[src/hw/rtl/mhb_pkg.sv]
// Types and constants shared by the heap build block.
package mhb_pkg;

  localparam int STORE_DEPTH = 64;
  localparam int IDX_W       = 6;
  localparam int CNT_W       = 7;
  localparam int VAL_W       = 32;

  typedef struct packed {
    logic signed [VAL_W-1:0] value;
    logic                    last_item;
  } item_t;

  typedef struct packed {
    logic [IDX_W-1:0] swap_parent;
    logic [IDX_W-1:0] swap_child;
    logic             swap_valid;
    logic             last_swap;
    logic             overflowed;
  } result_t;

  // Classified beat handed from front to back.
  typedef struct packed {
    logic signed [VAL_W-1:0] value;
    logic [IDX_W-1:0]        idx;
    logic                    wr;
    logic                    last;
    logic [CNT_W-1:0]        n;
    logic                    ovf;
  } cmd_t;

endpackage

[src/hw/rtl/mhb_fifo.sv]
// Small first-in first-out queue with push/full and pop/empty sides.
module mhb_fifo #(
  parameter int WIDTH = 8,
  parameter int DEPTH = 2
) (
  input  logic             clk,
  input  logic             rst,
  input  logic             push,
  input  logic [WIDTH-1:0] wdata,
  output logic             full,
  input  logic             pop,
  output logic [WIDTH-1:0] rdata,
  output logic             empty
);

  localparam int PW = (DEPTH > 1) ? $clog2(DEPTH) : 1;
  localparam int CW = $clog2(DEPTH + 1);

  logic [WIDTH-1:0] slots [DEPTH];
  logic [PW-1:0]    wptr;
  logic [PW-1:0]    rptr;
  logic [CW-1:0]    fill;
  logic             do_push;
  logic             do_pop;

  assign full    = (fill == CW'(DEPTH));
  assign empty   = (fill == '0);
  assign do_push = push && !full;
  assign do_pop  = pop && !empty;
  assign rdata   = slots[rptr];

  function automatic logic [PW-1:0] wrap_inc(input logic [PW-1:0] p);
    logic [PW-1:0] q;
    if (p == PW'(DEPTH - 1)) q = '0;
    else q = p + PW'(1);
    return q;
  endfunction

  always_ff @(posedge clk) begin
    if (rst) begin
      wptr <= '0;
      rptr <= '0;
      fill <= '0;
    end else begin
      if (do_push) wptr <= wrap_inc(wptr);
      if (do_pop) rptr <= wrap_inc(rptr);
      if (do_push && !do_pop) fill <= fill + CW'(1);
      else if (do_pop && !do_push) fill <= fill - CW'(1);
    end
  end

  always_ff @(posedge clk) begin
    if (do_push) slots[wptr] <= wdata;
  end

endmodule

[src/hw/rtl/mhb_front.sv]
// Front end: counts elements, flags drops and tags the closing beat.
module mhb_front
  import mhb_pkg::*;
#(
  parameter int CAPACITY = 64
) (
  input  logic  clk,
  input  logic  rst,
  input  logic  push,
  output logic  full,
  input  item_t item,
  output logic  cmd_push,
  output cmd_t  cmd,
  input  logic  cmd_full
);

  logic [CNT_W-1:0] count;
  logic             ovf;
  logic             fits;

  assign full     = cmd_full;
  assign cmd_push = push && !cmd_full;
  assign fits     = (count < CNT_W'(CAPACITY));

  always_comb begin
    cmd.value = item.value;
    cmd.idx   = count[IDX_W-1:0];
    cmd.wr    = fits;
    cmd.last  = item.last_item;
    cmd.n     = fits ? count + CNT_W'(1) : count;
    cmd.ovf   = ovf || !fits;
  end

  always_ff @(posedge clk) begin
    if (rst) begin
      count <= '0;
      ovf   <= 1'b0;
    end else if (cmd_push) begin
      if (item.last_item) begin
        count <= '0;
        ovf   <= 1'b0;
      end else if (fits) begin
        count <= count + CNT_W'(1);
      end else begin
        ovf <= 1'b1;
      end
    end
  end

endmodule

[src/hw/rtl/mhb_back.sv]
// Back end: element store and the sift-down sequencer that logs swaps.
module mhb_back
  import mhb_pkg::*;
(
  input  logic    clk,
  input  logic    rst,
  input  logic    cmd_empty,
  output logic    cmd_pop,
  input  cmd_t    cmd,
  input  logic    res_full,
  output logic    res_push,
  output result_t res
);

  typedef enum logic [2:0] {
    B_LOAD, B_RDI, B_HOLD, B_RDL, B_GETL, B_GETR, B_DEC, B_END
  } bstate_t;

  bstate_t state;

  logic signed [VAL_W-1:0] mem [STORE_DEPTH];
  logic signed [VAL_W-1:0] rdata;
  logic [IDX_W-1:0]        raddr;
  logic [IDX_W-1:0]        waddr;
  logic signed [VAL_W-1:0] wdata;
  logic                    we;

  logic [CNT_W-1:0]        n;
  logic                    ovf;
  logic [IDX_W-1:0]        node;
  logic [IDX_W-1:0]        i;
  logic signed [VAL_W-1:0] hold;
  logic signed [VAL_W-1:0] lval;
  logic signed [VAL_W-1:0] rval;
  logic                    lok;
  logic                    rok;
  result_t                 pend;
  logic                    pend_valid;

  logic [IDX_W+1:0]        lidx;
  logic [IDX_W+1:0]        ridx;
  logic                    take_l;
  logic                    take_r;
  logic                    swap;
  logic signed [VAL_W-1:0] cand;
  logic [IDX_W-1:0]        best;
  logic signed [VAL_W-1:0] best_val;
  logic                    stall;

  assign lidx = {1'b0, i, 1'b1};
  assign ridx = lidx + (IDX_W+2)'(1);

  // smaller child, left wins ties, swap only when strictly below the node
  always_comb begin
    take_l   = lok && (lval < hold);
    cand     = take_l ? lval : hold;
    take_r   = rok && (rval < cand);
    swap     = take_l || take_r;
    best     = take_r ? ridx[IDX_W-1:0] : (take_l ? lidx[IDX_W-1:0] : i);
    best_val = take_r ? rval : cand;
    stall    = swap && pend_valid && res_full;
  end

  always_comb begin
    cmd_pop  = (state == B_LOAD) && !cmd_empty;
    raddr    = i;
    we       = 1'b0;
    waddr    = i;
    wdata    = hold;
    res_push = 1'b0;
    res      = pend;
    case (state)
      B_LOAD: begin
        we    = cmd_pop && cmd.wr;
        waddr = cmd.idx;
        wdata = cmd.value;
      end
      B_RDL:  raddr = lidx[IDX_W-1:0];
      B_GETL: raddr = ridx[IDX_W-1:0];
      B_DEC: begin
        if (!stall) begin
          we = 1'b1;
          if (swap) begin
            wdata    = best_val;
            res_push = pend_valid;
          end
        end
      end
      B_END: begin
        res_push = !res_full;
        if (pend_valid) begin
          res.last_swap = 1'b1;
        end else begin
          res.swap_parent = '0;
          res.swap_child  = '0;
          res.swap_valid  = 1'b0;
          res.last_swap   = 1'b1;
          res.overflowed  = ovf;
        end
      end
      default: ;
    endcase
  end

  always_ff @(posedge clk) begin
    if (we) mem[waddr] <= wdata;
    rdata <= mem[raddr];
  end

  always_ff @(posedge clk) begin
    if (rst) begin
      state      <= B_LOAD;
      pend_valid <= 1'b0;
    end else begin
      case (state)
        B_LOAD: begin
          if (cmd_pop && cmd.last) begin
            n          <= cmd.n;
            ovf        <= cmd.ovf;
            node       <= cmd.n[CNT_W-1:1];
            i          <= cmd.n[CNT_W-1:1];
            pend_valid <= 1'b0;
            state      <= B_RDI;
          end
        end
        B_RDI:  state <= B_HOLD;
        B_HOLD: begin
          hold  <= rdata;
          state <= B_RDL;
        end
        B_RDL: begin
          lok   <= (lidx < {1'b0, n});
          rok   <= (ridx < {1'b0, n});
          state <= (lidx < {1'b0, n}) ? B_GETL : B_DEC;
        end
        B_GETL: begin
          lval  <= rdata;
          state <= rok ? B_GETR : B_DEC;
        end
        B_GETR: begin
          rval  <= rdata;
          state <= B_DEC;
        end
        B_DEC: begin
          if (!stall) begin
            if (swap) begin
              // node value rides down in hold; written once the sift stops
              pend.swap_parent <= i;
              pend.swap_child  <= best;
              pend.swap_valid  <= 1'b1;
              pend.last_swap   <= 1'b0;
              pend.overflowed  <= ovf;
              pend_valid       <= 1'b1;
              i                <= best;
              state            <= B_RDL;
            end else if (node == '0) begin
              state <= B_END;
            end else begin
              node  <= node - IDX_W'(1);
              i     <= node - IDX_W'(1);
              state <= B_RDI;
            end
          end
        end
        B_END: begin
          if (!res_full) begin
            pend_valid <= 1'b0;
            state      <= B_LOAD;
          end
        end
        default: state <= B_LOAD;
      endcase
    end
  end

endmodule

[src/hw/rtl/min_heap_build_swap_log.sv]
// Top level: Floyd min-heap build over a loaded set, logging every swap.
//
//   channel  handshake           payload
//   item     push / full         item_t   (value, last_item)
//   result   empty / pop         result_t (swap_parent, swap_child, swap_valid,
//                                          last_swap, overflowed)
//
// Loading takes one beat per cycle through a two-entry queue to the store
// while the back end waits for beats. After the closing beat the build runs:
// the sift-down sequencer reads each node, then its children, through the
// single-port store read. Beats of the next set queue up meanwhile; the back
// end takes them after the final result is queued. Result queue full stalls
// the sequencer. Synchronous active-high reset; the store needs no clearing.
module min_heap_build_swap_log
  import mhb_pkg::*;
#(
  parameter int CAPACITY = 64
) (
  input  logic    clk,
  input  logic    rst,
  input  logic    push,
  output logic    full,
  input  item_t   item,
  output logic    empty,
  input  logic    pop,
  output result_t result
);

  logic                   cmd_push;
  cmd_t                   cmd_in;
  logic                   cmd_full;
  logic [$bits(cmd_t)-1:0] cmd_vec;
  cmd_t                   cmd_out;
  logic                   cmd_empty;
  logic                   cmd_pop;
  logic                   res_push;
  result_t                res_in;
  logic                   res_full;
  logic [$bits(result_t)-1:0] res_vec;

  mhb_front #(.CAPACITY(CAPACITY)) u_front (
    .clk      (clk),
    .rst      (rst),
    .push     (push),
    .full     (full),
    .item     (item),
    .cmd_push (cmd_push),
    .cmd      (cmd_in),
    .cmd_full (cmd_full)
  );

  mhb_fifo #(.WIDTH($bits(cmd_t)), .DEPTH(2)) u_cmd_q (
    .clk   (clk),
    .rst   (rst),
    .push  (cmd_push),
    .wdata (cmd_in),
    .full  (cmd_full),
    .pop   (cmd_pop),
    .rdata (cmd_vec),
    .empty (cmd_empty)
  );

  assign cmd_out = cmd_t'(cmd_vec);

  mhb_back u_back (
    .clk       (clk),
    .rst       (rst),
    .cmd_empty (cmd_empty),
    .cmd_pop   (cmd_pop),
    .cmd       (cmd_out),
    .res_full  (res_full),
    .res_push  (res_push),
    .res       (res_in)
  );

  mhb_fifo #(.WIDTH($bits(result_t)), .DEPTH(2)) u_res_q (
    .clk   (clk),
    .rst   (rst),
    .push  (res_push),
    .wdata (res_in),
    .full  (res_full),
    .pop   (pop),
    .rdata (res_vec),
    .empty (empty)
  );

  assign result = result_t'(res_vec);

endmodule

[config.mk]
export PLATFORM = sky130hd
export DESIGN_NAME = min_heap_build_swap_log
export DESIGN_NICKNAME = d
export VERILOG_FILES = /design/src/hw/rtl/mhb_pkg.sv /design/src/hw/rtl/mhb_fifo.sv /design/src/hw/rtl/mhb_front.sv /design/src/hw/rtl/mhb_back.sv /design/src/hw/rtl/min_heap_build_swap_log.sv
export SDC_FILE = /design/constraint.sdc
export NUM_CORES = 2
export LEC_CHECK = 0
export ABC_CLOCK_PERIOD_IN_PS = 8300
export BUFFER_PORTS_ARGS = -buffer_cell sky130_fd_sc_hd__buf_2
export CAP_MARGIN = 40
export CORE_UTILIZATION = 55
export DETAILED_ROUTE_END_ITERATION = 10
export PLACE_DENSITY = 0.71
export SLEW_MARGIN = 20
export SYNTH_ARGS = -nofsm -noshare
export SYNTH_HDL_FRONTEND = slang
export SYNTH_SLANG_ARGS = --single-unit
[constraint.sdc]
create_clock -name clk -period 8.3 [get_ports clk]
set_input_delay 0.415 -clock clk [delete_from_list [all_inputs] [get_ports clk]]
set_output_delay 0.415 -clock clk [all_outputs]
set_load 0.1 [all_outputs]
==> metrics.txt <==
Cell Int Power=25.9 mW; GR peak layer=met2; total wire length=222 mm; gpl congestion=0.916; setup total negative slack=0 ns; FP Rows=150; via density per instance=6.46; clock sinks=2359; I/O pins=54; Mapped Area=93400 µm²; largest net degree at the start of global routing=114; Net Switching=13.5 mW; Layout Nets=4993; CP required=8.79 ns; worst setup path end=u_back.mem[53][13]; initial antenna violation count=7; CTS Buf Count=223; Leak=33.8 nW; DR pass1 iterations=7; MaxCap Viol Count=0; crit end category=flop; final hold viol count=0; Critical R2R Capture=u_back.mem[53][13]; Worst-Margin Slew=1.07 ns; Vias=47.0k; Area Growth Syn to Fin=12.5%; clock share of power=0.244; Layout Utilization=0.626; first-pass GRT wire length=319 mm; worst vdd ir=268 µV; DP Worst Slack=0.841 ns; vias in the first global route=46.0k; reg-to-reg startpoint=u_back.lval[27]; PnR worst setup slack=0.650 ns; Final Non-Filler Cells=7269; fill count=11.4k; initial DRC count=5783; CP arrival=8.14 ns; Crit Path Category=flop to flop; ys async rst share=0; Post-synth top flop=edfxtp_1; HPWL Detailed=129 mm; status=completed; clock slew at the register clock pins of the worst setup and hold paths=0.06 ns; Final ANT Viol Nets=0; placed cells=6803; Die Span X=414 µm; R2R cell count=21; Crit. Startpoint=u_back.lval[27]; mean post-synth cell area=20.4 µm²; met3 usage=0.0483; Critical Path Source Type=flop; met1 Use GR=0.365; Min-Delay Path Class=input pin to flop; Setup Viol. Count Final=0; H-tree levels=4; gr ovfl total=0; Initial Utilization=0.557; met2 usage=0.404; sequential share of power=0.424; Synth Net Count=4703; P per Cell Area=375 nW/µm²; root buffer cell=clkbuf_16; Buffers on Ports=53; die height=414 µm; Synth Instances=4587; RSZ-0062 raised after global routing=no; Final period util=0.922; Sw Ratio=0.343; die area=171000 µm²; Clock Tree Buf Depth=3; TritonCTS clock tree=built; Worst-Skew Late Latency=0.85 ns; CP Max Fanout=57; GRT Util Overall=0.258; layout cell share with drive strength beyond 1=0.251; reg2reg setup slack=0.65 ns; Max Slew Vio Count=0; clk_skew=0.0303 ns; Slew headroom=0.285; wire per inst=30.5 µm; setup bufs post-CTS=0; Max Freq=131 MHz; register area share after synthesis=0.753; Post-synth EDFFs=2305; final worst path period need=7.65 ns; Netlist cell types=73; Yosys reg bits=2359; Syn. warnings=0; core area=168000 µm²; residual DRC count=0; combinational group share of total power=0.332
-- cells in the mapped netlist, drive strengths merged (54+ instances only) --
| library cell | count | area (µm²) |
|---|---|---|
| edfxtp | 2305 | 69200 |
| dfxtp | 54 | 1080 |
| a21oi | 201 | 1010 |
| mux2 | 67 | 758 |
| nor2b | 125 | 782 |
| a211oi | 215 | 1610 |
| ha | 79 | 988 |
| clkbuf | 137 | 514 |
| buf | 116 | 816 |
| inv | 82 | 308 |
| mux4 | 512 | 11500 |
| nand2 | 55 | 209 |
| mux2i | 194 | 1940 |
| nor2 | 166 | 623 |
-- timing repair --
action                                 4_1_cts  5_1_grt
gates resized for setup                      0        0
endpoints found under the hold margin       72        0
hold buffers                                34        0
-- final cells by class --
cell class                 instances  area [µm²]  share of cell area
timing repair buffer             318        2780              0.0265
inverter                          83         312             0.00297
clock buffer                     283        5930              0.0565
tap                             2204        2760              0.0263
antenna                            2        5.00           0.0000477
sequential                      2359       70300               0.669
multi-input combinational       1892       22000               0.210
clock inverter                   128         918             0.00874
-- stage by stage --
stage / instance area (µm²) / hold slack [ns] / power, mW
finish: 105000 / 0.0445 / 39.4
CTS: 105000 / 0.0222 / 39.4
floorplan: 93400 / 0.421 / 24.5
global placement: 97300 / 0.433 / 29.4
detailed placement: 97600 / 0.437 / 29.9
global route: 105000 / 0.0532 / 40.6
-- critical path, cell delays in order, from the launching register on --
cell	delay, ns
edfxtp_1	0.40
ha_1	0.35
nand4_1	0.21
nor2_1	0.09
a221o_1	0.36
or2_1	0.26
o21ai_0	0.33
nand3_4	0.59
nor2_1	0.37
a21oi_1	0.08
ha_1	0.32
nand4_1	0.16
nor3_2	0.33
nand4_1	0.14
o31ai_1	0.36
nor3_1	0.11
o21ai_0	0.35
o21a_4	0.48
buf_4	0.48
mux2_1	0.38
a221o_2	0.61
buf_4	0.40
-- registers in the layout (all words and copies together), names as in the netlist, 2 cells and up, named ones only --
| signal | cells |
|---|---|
| u_back.hold | 32 |
| u_back.i | 6 |
| u_back.lval | 32 |
| u_back.mem | 2048 |
| u_back.n | 7 |
| u_back.node | 6 |
| u_back.pend | 13 |
| u_back.rdata | 32 |
| u_back.rval | 32 |
| u_back.state | 3 |
| u_cmd_q.fill | 2 |
| u_cmd_q.slots | 96 |
| u_front.count | 7 |
| u_res_q.fill | 2 |
| u_res_q.slots | 30 |
-- worst min path at each step --
stage                           from              end  slack [ns]  cells past startpoint
detailed placement  u_back.rdata[10]  u_back.lval[10]        0.44                      0
CTS                              rst             flop        0.02                      2
global route                     rst             flop        0.05                      2
finish                           rst             flop        0.04                      2
floorplan            u_back.rdata[0]   u_back.hold[0]        0.42                      0
global placement     u_back.rdata[2]   u_back.rval[2]        0.43                      0
-- power by group through the flow --
| stage | logic, mW | clock network (mW) | registers, mW |
|---|---|---|---|
| 2_1_floorplan | 7.61 | 0 | 16.9 |
| 3_3_place_gp | 12.5 | 0 | 16.9 |
| 3_5_place_dp | 12.9 | 0 | 17.0 |
| 6_report | 13.1 | 9.62 | 16.7 |
| 5_1_grt | 13.6 | 10.2 | 16.8 |
| 4_1_cts | 13.0 | 9.73 | 16.7 |
-- routing by layer --
layer,up-vias,wire length (µm)
met2,2276,107000
met5,-,13
li1,19500,-
met1,24800,87700
met4,2,8290
met3,388,19100
-- kinds of logic (layout without fill, tap and decap cells) --
logic type                 after synthesis  after routing  synth area share
xor gates and xnor gates                20             20           0.00188
DFF                                   2359           2359             0.753
and+or+nand+nor                        480            480            0.0257
other                                    0              2                 0
buffers and inverters                  336            812            0.0176
muxes                                  773            773             0.152
adders and majority gates               79             79            0.0106
AOI/OAI and AO/OA                      540            540            0.0391
-- placed cells by master (no fill, tap or decap), types with 59 or more instances in the layout --
cell,n
ha_1,79
nor2b_1,125
buf_2,76
buf_4,167
nor2_1,132
clkbuf_16,228
mux4_2,512
clkinv_1,59
inv_1,81
mux2i_1,194
a21oi_1,198
edfxtp_1,2305
a211oi_1,215
Power figures use the tool's default switching activity.
